<file path="config.mk">
export PLATFORM = sky130hd
export DESIGN_NAME = battery_level_gauge
export DESIGN_NICKNAME = d
export VERILOG_FILES = /design/src/design/blg_pkg.sv /design/src/design/blg_front.sv /design/src/design/blg_fifo.sv /design/src/design/blg_div.sv /design/src/design/blg_back.sv /design/src/design/battery_level_gauge.sv
export VERILOG_INCLUDE_DIRS = /design/src /design/src/design
export SDC_FILE = /design/constraint.sdc
export NUM_CORES = 1
export LEC_CHECK = 0
export ABC_AREA = 1
export ABC_CLOCK_PERIOD_IN_PS = 7100
export BUFFER_PORTS_ARGS = -buffer_cell sky130_fd_sc_hd__buf_2
export CAP_MARGIN = 20
export CORE_ASPECT_RATIO = 1.4
export CORE_MARGIN = 4
export CORE_UTILIZATION = 35
export DETAILED_ROUTE_END_ITERATION = 10
export PLACE_DENSITY = 0.61
export SLEW_MARGIN = 40
export SYNTH_ARGS = -nofsm -noshare
export SYNTH_HDL_FRONTEND = slang
export SYNTH_HIERARCHICAL = 1
export SYNTH_SLANG_ARGS = --single-unit
</file>
<file path="constraint.sdc">
create_clock -name clk_i -period 7.1 [get_ports clk_i]
set_input_delay 0.355 -clock clk_i [delete_from_list [all_inputs] [get_ports clk_i]]
set_output_delay 0.355 -clock clk_i [all_outputs]
set_load 0.02 [all_outputs]
</file>
<file path="src/design/battery_level_gauge_defines.svh">
// Assertion macros shared by the battery level gauge RTL.
// Used by files that include it; expects clk_i and rst_ni in scope.
`ifndef BATTERY_LEVEL_GAUGE_DEFINES_SVH
`define BATTERY_LEVEL_GAUGE_DEFINES_SVH

// Same-cycle implication, checked out of reset
`define BLG_ASSERT_IMP(lbl, ante, cons, msg) \
  lbl: assert property (@(posedge clk_i) disable iff (!rst_ni) (ante) |-> (cons)) \
    else $error(msg);

// Next-cycle implication, checked out of reset
`define BLG_ASSERT_NXT(lbl, ante, cons, msg) \
  lbl: assert property (@(posedge clk_i) disable iff (!rst_ni) (ante) |=> (cons)) \
    else $error(msg);

`endif

</file>
<file path="src/design/blg_pkg.sv">
// Package for the battery level gauge: payload types, field widths,
// discharge curve table and fixed arithmetic constants. No dependencies.
package blg_pkg;

  // field widths
  localparam int unsigned SAMPLE_W = 12;
  localparam int unsigned MV_W     = 16;
  localparam int unsigned PCT_W    = 7;
  localparam int unsigned DIVR_W   = 10;

  localparam int unsigned BATCH_SIZE_DEF = 16;
  localparam logic [DIVR_W-1:0] DIVR_RESET = 10'd200;

  // divider unit: quotient bits, pair counter, passes
  localparam int unsigned QUO_W   = 12;
  localparam int unsigned PAIR_W  = 3;
  localparam logic [PAIR_W-1:0] MEAN_PAIRS = 3'd6;
  localparam logic [PAIR_W-1:0] PCT_PAIRS  = 3'd2;
  localparam int unsigned PCT_QBITS = 4;

  // queue between front and back
  localparam int unsigned QDEPTH = 2;

  // scaling: x / 100 through a reciprocal plus one correction step
  localparam int unsigned PROD_W   = SAMPLE_W + DIVR_W;
  localparam int unsigned RECIP_SH = 22;
  localparam logic [15:0] RECIP    = 16'd41943;
  localparam logic [6:0]  HUNDRED  = 7'd100;

  // interpolation
  localparam int unsigned CURVE_N = 12;
  localparam int unsigned CMV_W   = 13;
  localparam int unsigned SPAN_W  = 9;
  localparam int unsigned SPCT_W  = 4;
  localparam int unsigned NUM_W   = 12;
  localparam logic [MV_W-1:0]  MV_TOP   = 16'd4200;
  localparam logic [MV_W-1:0]  MV_EMPTY = 16'd3000;
  localparam logic [PCT_W-1:0] PCT_FULL = 7'd100;
  localparam logic [PCT_W-1:0] PCT_NONE = 7'd0;

  typedef struct packed {
    logic [SAMPLE_W-1:0] sample_mv;
    logic                sample_ok;
  } blg_in_t;

  typedef struct packed {
    logic [MV_W-1:0]  battery_mv;
    logic [PCT_W-1:0] charge_percent;
  } blg_out_t;

  // discharge curve voltage points, highest first
  function automatic logic [CMV_W-1:0] curve_mv(input logic [3:0] k);
    logic [CMV_W-1:0] v;
    case (k)
      4'd0:    v = 13'd4200;
      4'd1:    v = 13'd4060;
      4'd2:    v = 13'd3980;
      4'd3:    v = 13'd3920;
      4'd4:    v = 13'd3870;
      4'd5:    v = 13'd3820;
      4'd6:    v = 13'd3790;
      4'd7:    v = 13'd3770;
      4'd8:    v = 13'd3740;
      4'd9:    v = 13'd3680;
      4'd10:   v = 13'd3450;
      4'd11:   v = 13'd3000;
      default: v = 13'd0;
    endcase
    return v;
  endfunction

  // charge level at each curve point
  function automatic logic [PCT_W-1:0] curve_pct(input logic [3:0] k);
    logic [PCT_W-1:0] v;
    case (k)
      4'd0:    v = 7'd100;
      4'd1:    v = 7'd90;
      4'd2:    v = 7'd80;
      4'd3:    v = 7'd70;
      4'd4:    v = 7'd60;
      4'd5:    v = 7'd50;
      4'd6:    v = 7'd40;
      4'd7:    v = 7'd30;
      4'd8:    v = 7'd20;
      4'd9:    v = 7'd10;
      4'd10:   v = 7'd5;
      default: v = 7'd0;
    endcase
    return v;
  endfunction

endpackage

</file>
<file path="src/design/blg_front.sv">
// Front end of the battery level gauge: takes sample requests, sums and
// counts the good ones, and queues one entry per batch with a good sample. Uses blg_pkg.
module blg_front #(
  parameter int unsigned BATCH_SIZE = blg_pkg::BATCH_SIZE_DEF,
  parameter int unsigned SUM_W      = 16,
  parameter int unsigned CNT_W      = 5,
  parameter int unsigned POS_W      = 4
) (
  input  logic                 clk_i,
  input  logic                 rst_ni,
  input  logic                 in_valid_i,
  output logic                 in_ready_o,
  input  blg_pkg::blg_in_t     in_data_i,
  input  logic                 q_full_i,
  output logic                 q_push_o,
  output logic [SUM_W-1:0]     q_sum_o,
  output logic [CNT_W-1:0]     q_cnt_o
);

  logic [SUM_W-1:0] sum_q, sum_d, sum_inc;
  logic [CNT_W-1:0] cnt_q, cnt_d, cnt_inc;
  logic [POS_W-1:0] pos_q, pos_d;
  logic             last, accept;

  // closing sample of the batch stalls only if the queue has no room
  assign last       = (pos_q == POS_W'(BATCH_SIZE - 1));
  assign in_ready_o = !last || !q_full_i;
  assign accept     = in_valid_i && in_ready_o;

  // running sum and count including the current request
  assign sum_inc = sum_q + (in_data_i.sample_ok ? SUM_W'(in_data_i.sample_mv) : '0);
  assign cnt_inc = cnt_q + CNT_W'(in_data_i.sample_ok);

  always_comb begin
    sum_d = sum_q;
    cnt_d = cnt_q;
    pos_d = pos_q;
    if (accept) begin
      if (last) begin
        sum_d = '0;
        cnt_d = '0;
        pos_d = '0;
      end else begin
        sum_d = sum_inc;
        cnt_d = cnt_inc;
        pos_d = pos_q + 1'b1;
      end
    end
  end

  always_ff @(posedge clk_i or negedge rst_ni) begin
    if (!rst_ni) begin
      sum_q <= '0;
      cnt_q <= '0;
      pos_q <= '0;
    end else begin
      sum_q <= sum_d;
      cnt_q <= cnt_d;
      pos_q <= pos_d;
    end
  end

  // an empty batch is dropped here
  assign q_push_o = accept && last && (cnt_inc != '0);
  assign q_sum_o  = sum_inc;
  assign q_cnt_o  = cnt_inc;

endmodule

</file>
<file path="src/design/blg_fifo.sv">
// Short queue of closed batches (sum and good count) between front and
// back end of the battery level gauge. Uses blg_pkg for its default depth.
`include "battery_level_gauge_defines.svh"

module blg_fifo #(
  parameter int unsigned W     = 21,
  parameter int unsigned DEPTH = blg_pkg::QDEPTH
) (
  input  logic         clk_i,
  input  logic         rst_ni,
  input  logic         push_i,
  input  logic [W-1:0] wdata_i,
  output logic         full_o,
  input  logic         pop_i,
  output logic         valid_o,
  output logic [W-1:0] rdata_o
);

  localparam int unsigned PTR_W = (DEPTH > 1) ? $clog2(DEPTH) : 1;
  localparam int unsigned CNT_W = $clog2(DEPTH + 1);

  logic [W-1:0]     mem_q [DEPTH];
  logic [PTR_W-1:0] wp_q, wp_d, rp_q, rp_d;
  logic [CNT_W-1:0] cnt_q, cnt_d;
  logic             wr, rd;

  assign full_o  = (cnt_q == CNT_W'(DEPTH));
  assign valid_o = (cnt_q != '0);
  assign rdata_o = mem_q[rp_q];
  assign wr      = push_i && !full_o;
  assign rd      = pop_i && valid_o;

  // pointer and fill bookkeeping
  always_comb begin
    wp_d  = wp_q;
    rp_d  = rp_q;
    cnt_d = cnt_q;
    if (wr) begin
      wp_d = (wp_q == PTR_W'(DEPTH - 1)) ? '0 : wp_q + 1'b1;
    end
    if (rd) begin
      rp_d = (rp_q == PTR_W'(DEPTH - 1)) ? '0 : rp_q + 1'b1;
    end
    if (wr && !rd) begin
      cnt_d = cnt_q + 1'b1;
    end else if (rd && !wr) begin
      cnt_d = cnt_q - 1'b1;
    end
  end

  always_ff @(posedge clk_i or negedge rst_ni) begin
    if (!rst_ni) begin
      wp_q  <= '0;
      rp_q  <= '0;
      cnt_q <= '0;
    end else begin
      wp_q  <= wp_d;
      rp_q  <= rp_d;
      cnt_q <= cnt_d;
    end
  end

  // storage
  always_ff @(posedge clk_i) begin
    if (wr) begin
      mem_q[wp_q] <= wdata_i;
    end
  end

  `BLG_ASSERT_IMP(a_no_overflow, push_i, !full_o, "batch queue written while full")
  `BLG_ASSERT_IMP(a_no_underflow, pop_i, valid_o, "batch queue read while empty")
  `BLG_ASSERT_NXT(a_fill_up, wr && !rd, cnt_q == $past(cnt_q) + 1'b1, "queue fill count lost")

endmodule

</file>
<file path="src/design/blg_div.sv">
// Shared restoring divider of the battery level gauge back end: two
// quotient bits per cycle over a preloaded partial remainder. Uses blg_pkg.
module blg_div #(
  parameter int unsigned DV_W = 9
) (
  input  logic                        clk_i,
  input  logic                        rst_ni,
  input  logic                        start_i,
  input  logic [DV_W-1:0]             rem_i,
  input  logic [blg_pkg::QUO_W-1:0]   low_i,
  input  logic [blg_pkg::PAIR_W-1:0]  pairs_i,
  input  logic [DV_W-1:0]             divisor_i,
  output logic                        busy_o,
  output logic                        done_o,
  output logic [blg_pkg::QUO_W-1:0]   quot_o
);

  localparam int unsigned QW = blg_pkg::QUO_W;

  logic                       busy_q, done_q;
  logic [blg_pkg::PAIR_W-1:0] cnt_q;
  logic [DV_W-1:0]            rem_q, rem_d, dvs_q, r1;
  logic [QW-1:0]              quo_q, quo_d;
  logic [DV_W:0]              t1, t2;
  logic                       ge1, ge2;

  // two compare-subtract steps; remainder stays below the divisor
  always_comb begin
    t1    = {rem_q, quo_q[QW-1]};
    ge1   = (t1 >= {1'b0, dvs_q});
    r1    = ge1 ? DV_W'(t1 - {1'b0, dvs_q}) : t1[DV_W-1:0];
    t2    = {r1, quo_q[QW-2]};
    ge2   = (t2 >= {1'b0, dvs_q});
    rem_d = ge2 ? DV_W'(t2 - {1'b0, dvs_q}) : t2[DV_W-1:0];
    quo_d = {quo_q[QW-3:0], ge1, ge2};
  end

  // step counter
  always_ff @(posedge clk_i or negedge rst_ni) begin
    if (!rst_ni) begin
      busy_q <= 1'b0;
      done_q <= 1'b0;
      cnt_q  <= '0;
    end else begin
      done_q <= 1'b0;
      if (start_i) begin
        busy_q <= 1'b1;
        cnt_q  <= pairs_i;
      end else if (busy_q) begin
        cnt_q <= cnt_q - 1'b1;
        if (cnt_q == blg_pkg::PAIR_W'(1)) begin
          busy_q <= 1'b0;
          done_q <= 1'b1;
        end
      end
    end
  end

  // datapath
  always_ff @(posedge clk_i) begin
    if (start_i) begin
      rem_q <= rem_i;
      quo_q <= low_i;
      dvs_q <= divisor_i;
    end else if (busy_q) begin
      rem_q <= rem_d;
      quo_q <= quo_d;
    end
  end

  assign busy_o = busy_q;
  assign done_o = done_q;
  assign quot_o = quo_q;

endmodule

</file>
<file path="src/design/blg_back.sv">
// Back end of the battery level gauge: mean, divider scaling, curve
// interpolation and the output register. Uses blg_pkg and blg_div.
`include "battery_level_gauge_defines.svh"

module blg_back #(
  parameter int unsigned SUM_W = 16,
  parameter int unsigned CNT_W = 5,
  parameter int unsigned DV_W  = 9
) (
  input  logic                          clk_i,
  input  logic                          rst_ni,
  input  logic [blg_pkg::DIVR_W-1:0]    divider_i,
  input  logic                          q_valid_i,
  output logic                          q_pop_o,
  input  logic [SUM_W-1:0]              q_sum_i,
  input  logic [CNT_W-1:0]              q_cnt_i,
  output logic                          out_valid_o,
  input  logic                          out_ready_i,
  output blg_pkg::blg_out_t             out_data_o
);

  localparam int unsigned QW = blg_pkg::QUO_W;
  localparam int unsigned MW = blg_pkg::MV_W;
  localparam int unsigned PW = blg_pkg::PCT_W;
  localparam int unsigned RW = blg_pkg::PROD_W + 16;

  // sequencer codes
  localparam logic [2:0] S_IDLE = 3'd0;
  localparam logic [2:0] S_DIV  = 3'd1;
  localparam logic [2:0] S_MUL  = 3'd2;
  localparam logic [2:0] S_RCP  = 3'd3;
  localparam logic [2:0] S_FIX  = 3'd4;
  localparam logic [2:0] S_SEG  = 3'd5;
  localparam logic [2:0] S_PCT  = 3'd6;
  localparam logic [2:0] S_OUT  = 3'd7;

  logic [2:0]                   st_q, st_d;
  logic [QW-1:0]                mean_q;
  logic [blg_pkg::PROD_W-1:0]   prod_q, fix_rem;
  logic [RW-1:0]                rcp_prod;
  logic [MW-1:0]                q0_q, batt_q;
  logic [PW-1:0]                base_q, pct_q;
  logic                         out_valid_q;
  blg_pkg::blg_out_t            out_q;

  logic                         div_start, div_busy, div_done, div_wait;
  logic [DV_W-1:0]              div_rem, div_dvs;
  logic [QW-1:0]                div_low, div_quot;
  logic [blg_pkg::PAIR_W-1:0]   div_pairs;

  logic                         seg_top, seg_low, out_load;
  logic [3:0]                   sel;
  logic [blg_pkg::SPAN_W-1:0]   seg_diff, seg_span;
  logic [blg_pkg::SPCT_W-1:0]   seg_spct;
  logic [blg_pkg::NUM_W-1:0]    seg_num;

  // curve segment: lowest index whose point is at or below the voltage
  always_comb begin
    sel = 4'd1;
    for (int k = blg_pkg::CURVE_N - 1; k >= 1; k--) begin
      if (batt_q >= MW'(blg_pkg::curve_mv(4'(k)))) begin
        sel = 4'(k);
      end
    end
  end

  assign seg_top  = (batt_q >= blg_pkg::MV_TOP);
  assign seg_low  = (batt_q < blg_pkg::MV_EMPTY);
  assign seg_diff = blg_pkg::SPAN_W'(batt_q - MW'(blg_pkg::curve_mv(sel)));
  assign seg_span = blg_pkg::SPAN_W'(blg_pkg::curve_mv(sel - 4'd1) - blg_pkg::curve_mv(sel));
  assign seg_spct = blg_pkg::SPCT_W'(blg_pkg::curve_pct(sel - 4'd1) - blg_pkg::curve_pct(sel));
  assign seg_num  = blg_pkg::NUM_W'(seg_diff) * blg_pkg::NUM_W'(seg_spct);

  // divider operands: mean pass from the queue, percent pass from the segment
  always_comb begin
    if (st_q == S_IDLE) begin
      div_rem   = DV_W'(q_sum_i >> QW);
      div_low   = q_sum_i[QW-1:0];
      div_pairs = blg_pkg::MEAN_PAIRS;
      div_dvs   = DV_W'(q_cnt_i);
    end else begin
      div_rem   = DV_W'(seg_num >> blg_pkg::PCT_QBITS);
      div_low   = {seg_num[blg_pkg::PCT_QBITS-1:0], {(QW - blg_pkg::PCT_QBITS){1'b0}}};
      div_pairs = blg_pkg::PCT_PAIRS;
      div_dvs   = DV_W'(seg_span);
    end
  end

  assign q_pop_o   = (st_q == S_IDLE) && q_valid_i;
  assign div_start = q_pop_o || ((st_q == S_SEG) && !seg_top && !seg_low);
  assign out_load  = (st_q == S_OUT) && (!out_valid_q || out_ready_i);
  assign div_wait  = (st_q == S_DIV) || (st_q == S_PCT);

  blg_div #(
    .DV_W (DV_W)
  ) u_div (
    .clk_i     (clk_i),
    .rst_ni    (rst_ni),
    .start_i   (div_start),
    .rem_i     (div_rem),
    .low_i     (div_low),
    .pairs_i   (div_pairs),
    .divisor_i (div_dvs),
    .busy_o    (div_busy),
    .done_o    (div_done),
    .quot_o    (div_quot)
  );

  // sequencer
  always_comb begin
    st_d = st_q;
    case (st_q)
      S_IDLE: if (q_valid_i) st_d = S_DIV;
      S_DIV:  if (div_done) st_d = S_MUL;
      S_MUL:  st_d = S_RCP;
      S_RCP:  st_d = S_FIX;
      S_FIX:  st_d = S_SEG;
      S_SEG:  st_d = (seg_top || seg_low) ? S_OUT : S_PCT;
      S_PCT:  if (div_done) st_d = S_OUT;
      S_OUT:  if (out_load) st_d = S_IDLE;
      default: st_d = S_IDLE;
    endcase
  end

  always_ff @(posedge clk_i or negedge rst_ni) begin
    if (!rst_ni) begin
      st_q        <= S_IDLE;
      out_valid_q <= 1'b0;
    end else begin
      st_q <= st_d;
      if (out_load) begin
        out_valid_q <= 1'b1;
      end else if (out_ready_i) begin
        out_valid_q <= 1'b0;
      end
    end
  end

  // reciprocal estimate of x / 100, full-width product
  assign rcp_prod = RW'(prod_q) * RW'(blg_pkg::RECIP);

  // x mod 100 check after the reciprocal estimate
  assign fix_rem = prod_q - blg_pkg::PROD_W'(q0_q) * blg_pkg::PROD_W'(blg_pkg::HUNDRED);

  // datapath registers
  always_ff @(posedge clk_i) begin
    if ((st_q == S_DIV) && div_done) begin
      mean_q <= div_quot;
    end
    if (st_q == S_MUL) begin
      prod_q <= blg_pkg::PROD_W'(mean_q) * blg_pkg::PROD_W'(divider_i);
    end
    if (st_q == S_RCP) begin
      q0_q <= MW'(rcp_prod >> blg_pkg::RECIP_SH);
    end
    if (st_q == S_FIX) begin
      batt_q <= (fix_rem >= blg_pkg::PROD_W'(blg_pkg::HUNDRED)) ? q0_q + 1'b1 : q0_q;
    end
    if (st_q == S_SEG) begin
      base_q <= blg_pkg::curve_pct(sel);
      if (seg_top) begin
        pct_q <= blg_pkg::PCT_FULL;
      end else if (seg_low) begin
        pct_q <= blg_pkg::PCT_NONE;
      end
    end
    if ((st_q == S_PCT) && div_done) begin
      pct_q <= base_q + PW'(div_quot[blg_pkg::PCT_QBITS-1:0]);
    end
    if (out_load) begin
      out_q.battery_mv     <= batt_q;
      out_q.charge_percent <= pct_q;
    end
  end

  assign out_valid_o = out_valid_q;
  assign out_data_o  = out_q;

  `BLG_ASSERT_IMP(a_div_free, div_start, !div_busy, "divider started while busy")
  `BLG_ASSERT_IMP(a_pct_range, out_valid_q, out_q.charge_percent <= blg_pkg::PCT_FULL, "charge high")
  `BLG_ASSERT_NXT(a_out_after_pct, (st_q == S_PCT) && div_done, st_q == S_OUT, "percent pass lost")
  `BLG_ASSERT_IMP(a_div_waited, div_wait, div_busy || div_done, "divider idle in wait state")

endmodule

</file>
<file path="src/design/battery_level_gauge.sv">
// Battery level gauge top level: configuration register, front end, batch
// queue and back end. Uses blg_pkg, blg_front, blg_fifo and blg_back.
//
// Usage:
//   Sample requests arrive on in_valid_i/in_ready_o with in_data_i (mV plus
//   a good flag). Every BATCH_SIZE requests close a batch. A batch with at
//   least one good sample yields one result request on out_valid_o /
//   out_ready_i carrying battery_mv and charge_percent; an empty one yields
//   nothing. cfg_we_i writes the divider ratio (times 100) from cfg_data_i;
//   write it only while the block is idle.
//   Throughput: one sample per cycle while the queue has room. The back end
//   takes each batch through queue pop, mean division, three scaling steps,
//   segment lookup, percent division and the output load, and skips the
//   percent division when the voltage is off either end of the curve.
//   Batches of 16 or more samples run at full rate; shorter batches stall
//   the front once the queue fills.
//   Receiver stall: the result is held in the output register; the back end
//   waits with the next result, then the queue fills, then the closing
//   sample of a batch is refused.
//   Reset: sums, counts, queue and output valid clear; the divider ratio is 200.
module battery_level_gauge #(
  parameter int unsigned BATCH_SIZE = blg_pkg::BATCH_SIZE_DEF
) (
  input  logic                        clk_i,
  input  logic                        rst_ni,
  input  logic                        cfg_we_i,
  input  logic [blg_pkg::DIVR_W-1:0]  cfg_data_i,
  input  logic                        in_valid_i,
  output logic                        in_ready_o,
  input  blg_pkg::blg_in_t            in_data_i,
  output logic                        out_valid_o,
  input  logic                        out_ready_i,
  output blg_pkg::blg_out_t           out_data_o
);

  localparam int unsigned SUM_W = $clog2(BATCH_SIZE * 4095 + 1);
  localparam int unsigned CNT_W = $clog2(BATCH_SIZE + 1);
  localparam int unsigned POS_W = (BATCH_SIZE > 1) ? $clog2(BATCH_SIZE) : 1;
  localparam int unsigned DV_W  = (CNT_W > blg_pkg::SPAN_W) ? CNT_W : blg_pkg::SPAN_W;
  localparam int unsigned Q_W   = SUM_W + CNT_W;

  logic [blg_pkg::DIVR_W-1:0] divr_q;
  logic                       q_push, q_full, q_pop, q_valid;
  logic [SUM_W-1:0]           f_sum;
  logic [CNT_W-1:0]           f_cnt;
  logic [Q_W-1:0]             q_rdata;

  // divider ratio register
  always_ff @(posedge clk_i or negedge rst_ni) begin
    if (!rst_ni) begin
      divr_q <= blg_pkg::DIVR_RESET;
    end else if (cfg_we_i) begin
      divr_q <= cfg_data_i;
    end
  end

  blg_front #(
    .BATCH_SIZE (BATCH_SIZE),
    .SUM_W      (SUM_W),
    .CNT_W      (CNT_W),
    .POS_W      (POS_W)
  ) u_front (
    .clk_i      (clk_i),
    .rst_ni     (rst_ni),
    .in_valid_i (in_valid_i),
    .in_ready_o (in_ready_o),
    .in_data_i  (in_data_i),
    .q_full_i   (q_full),
    .q_push_o   (q_push),
    .q_sum_o    (f_sum),
    .q_cnt_o    (f_cnt)
  );

  blg_fifo #(
    .W     (Q_W),
    .DEPTH (blg_pkg::QDEPTH)
  ) u_fifo (
    .clk_i   (clk_i),
    .rst_ni  (rst_ni),
    .push_i  (q_push),
    .wdata_i ({f_sum, f_cnt}),
    .full_o  (q_full),
    .pop_i   (q_pop),
    .valid_o (q_valid),
    .rdata_o (q_rdata)
  );

  blg_back #(
    .SUM_W (SUM_W),
    .CNT_W (CNT_W),
    .DV_W  (DV_W)
  ) u_back (
    .clk_i       (clk_i),
    .rst_ni      (rst_ni),
    .divider_i   (divr_q),
    .q_valid_i   (q_valid),
    .q_pop_o     (q_pop),
    .q_sum_i     (q_rdata[Q_W-1:CNT_W]),
    .q_cnt_i     (q_rdata[CNT_W-1:0]),
    .out_valid_o (out_valid_o),
    .out_ready_i (out_ready_i),
    .out_data_o  (out_data_o)
  );

endmodule

</file>
==> results_dict.tcl <==
set metrics [dict create \
    start_util 0.354 \
    busiest_layer "met2" \
    synth-edff-count 175 \
    detail-route-antenna-nets 0 \
    antenna_found_initial 0 \
    dr.pass1.iters 5 \
    synth_area_per_cell_um2 8.59 \
    hp-start "cfg_we_i" \
    dieArea_mm2 0.0807 \
    grt_use_total 0.154 \
    gp_congestion 0.912 \
    grtUsageMet2 0.284 \
    syn_inst 3106 \
    slew_viol_final 0 \
    worstHoldPathCells 3 \
    h-tree-depth 1 \
    cts_num_sinks 223 \
    core-area_mm2 0.0753 \
    vias 20100 \
    final.min_clock_period_ns 6.63 \
    nNetsFinal 3877 \
    clockRootBuffer "clkbuf_16" \
    synth_top_area_frac 0.197 \
    hpwlAfterDp_um 50800 \
    synthDistinctLibCells 63 \
    timing_worst_slew_pin_value_ns 0.783 \
    n_fill_cell 7686 \
    die_width_um 241 \
    stdcell_area_mm2 0.0297 \
    regToRegEndpoint "u_back/u_div/rem_q[7]" \
    maxCapViolCount 0 \
    cts_buffer_depth 3 \
    synth_warnings 6 \
    min_to "divr_q[6]" \
    setup_viol 0 \
    async_flop_share 0.215 \
    cp_common_cell "nand2_1" \
    crit_slowest_cell "fa_1" \
    yosys_register_bits 223 \
    met3_usage 0.0175 \
    max_freq_mhz 151 \
    startpoint_type "flop" \
    avgViaCountPerCell 4.80 \
    portBuffers 52 \
    final_core_util 0.394 \
    synthTopCellsByArea "edfxtp_1 (20%), fa_1 (19%), ha_1 (18%)" \
    synth_top_flop_cell "edfxtp_1" \
    placed_cells 4119 \
    worstSetupEndpointType "flop" \
    grt_max_degree 49 \
    finalHoldViolations 0 \
    fp-row-count 119 \
    max-slew-margin-rel 0.464 \
    cts_tree "done" \
    r2r_slack_ns 0.47 \
    synth_area_leader_cell "edfxtp_1" \
    hp-class "input pin to flop" \
    grtUsageMet1 0.187 \
    placed_cell_area_mm2 0.0283 \
    layout.cells.non_filler 4194 \
    drt_wl_total_um 61700 \
    overflow 0 \
    drt_iter0_drc 1099 \
    crit_fanout 4 \
    min_period_over_period 0.934 \
    cp.required_ns 7.56 \
    die_h_um 335 \
    rr_worst_depth 53 \
    grt_pass1_vias 20700 \
    clk_latency_ns 0.59 \
    clk_pin_slew_ns 0.06 \
    num_antenna_cells 0 \
    wl_per_cell_um 14.7 \
    status "finished, final reports clean" \
    worstReg2RegStart "u_back/batt_q[15]" \
    crit_path_max_incr_delay_ns 0.54 \
    worstSetupPathType "flop to flop" \
    area_delta_synth_final_pct 11.2 \
    grt_pass1_wl_um 102000 \
    finClkSkew_ns 0.0437 \
    numCtsBuffers 28 \
    top_level_ports 53 \
    setup.worst_path.start "u_back/batt_q[15]" \
    ys_seq_area_frac 0.242 \
    drt_drc_violations_left 0 \
    drive_gt1_frac 0.0874 \
    netlist_area_mm2 0.0267 \
    cp.arrival_ns 7.09 \
]
Yosys cell counts, drive strengths merged, types with 5 or more instances:
cell type and number:
nor3 24, and2 10, a21oi 134, o21bai 5, nor2 192, o31ai 7, edfxtp 175, fa 258
xnor2 31, a21o 13, a211oi 8, buf 13, nand3 137, nand4 13, o22ai 6, ha 387
clkbuf 34, a22o 6, o21a 5, o21ai 85, nor4 5, dfrtp 45, a31oi 8, xor2 93
nand2 753, inv 627
cell usage in the layout, fill, tap and decap left out, types with 7 or more instances in the layout:
cell type	Yosys	final
ha_1	387	382
clkbuf_16	0	28
nand2_1	732	724
o21ai_1	6	11
nor2_1	181	174
edfxtp_1	175	175
dlygate4sd3_1	0	12
dfrtp_1	45	45
a21oi_2	5	13
fa_1	258	256
o21ai_0	78	72
and2_1	10	10
inv_1	612	597
nor3_1	19	17
buf_2	7	52
xnor2_1	31	31
inv_2	15	27
nand4_1	12	12
a31oi_1	8	7
xor2_1	90	89
a211oi_1	8	7
a21oi_1	129	121
nand2_2	17	24
nand3_2	5	10
buf_4	3	49
a21o_1	13	13
nor2_2	7	12
nand3_1	131	126
cell type report:
cell class              count  area (um2)  area share
repair buffers            114         759      0.0256
inverters                 628        2360      0.0797
well taps                 968        1210      0.0408
flip-flops and latches    223        6460       0.218
multi-input cells        2209       17900       0.603
clock inverters            19         263     0.00886
clock buffers              33         729      0.0246
flip-flops by register name (all words and copies together), names as in the netlist, 2 cells and up:
name and count:
u_back/pct_q 7, u_back/q0_q 16, u_back/base_q 7, u_back/u_div/dvs_q 9, u_back/batt_q 16, u_back/u_div/quot_o 12, u_back/out_data_o 23, u_fifo/cnt_q 2
u_front/cnt_q 5, u_front/sum_q 16, u_front/pos_q 4, u_back/mean_q 12, u_back/u_div/rem_q 9, u_fifo/mem_q 42, u_back/prod_q 22, divr_q 10
u_back/st_q 3, u_back/u_div/cnt_q 3
through the flow:
stage                     setup WS [ns]  hold WS (ns)   TNS, ns
after floorplan                  0.0760        0.0594         0
after global placement            0.148         0.404         0
after detailed placement         0.0712         0.408         0
after CTS                        0.0364        0.0528         0
after global routing           -0.00943        0.0790  -0.00943
final                             0.472        0.0762         0
logic make-up after synthesis:
family / Yosys count / share of synthesized area
buffers and inverters: 675 / 0.0966
adders and majority gates: 645 / 0.375
xor gates and xnor gates: 124 / 0.0416
DFF: 223 / 0.242
other: 2 / 0.000282
and+or+nand+nor: 1143 / 0.180
AOI/OAI and AO/OA: 294 / 0.0638
layer usage:
metal | vias up | wire [um]
li1 | 10000 | -
met1 | 9639 | 25700
met2 | 329 | 31800
met3 | 109 | 2200
met4 | 0 | 2100
met5 | - | 0
critical path: cells and delay by family (launching register included):
| family | cells | cell delay [ns] |
|---|---|---|
| buf+inv | 9 | 0.59 |
| simple gates | 32 | 2.56 |
| flops | 1 | 0.42 |
| xor+xnor | 2 | 0.30 |
| fa+ha+maj | 6 | 1.99 |
| compound gates | 4 | 0.61 |
worst max-delay path by stage:
stage                                 end  slack [ns]  cells after the start
finish              u_back/u_div/rem_q[7]        0.47                     53
global route        u_back/u_div/rem_q[7]      -0.009                     55
CTS                 u_back/u_div/rem_q[7]        0.04                     54
detailed placement  u_back/u_div/rem_q[7]        0.07                     54
global placement    u_back/u_div/rem_q[7]        0.15                     53
floorplan           u_back/u_div/rem_q[7]        0.08                     51
what timing repair did:
item | in CTS | in global routing
setup buffers | 0 | 11
hold buffers | 12 | 0
hold endpoints to repair | 56 | 0
gates resized for setup | 0 | 61
setup endpoints to repair | 0 | 6
Power is not shown: default switching activity piles up to over one toggle a cycle in this logic, so the estimate is an artifact.
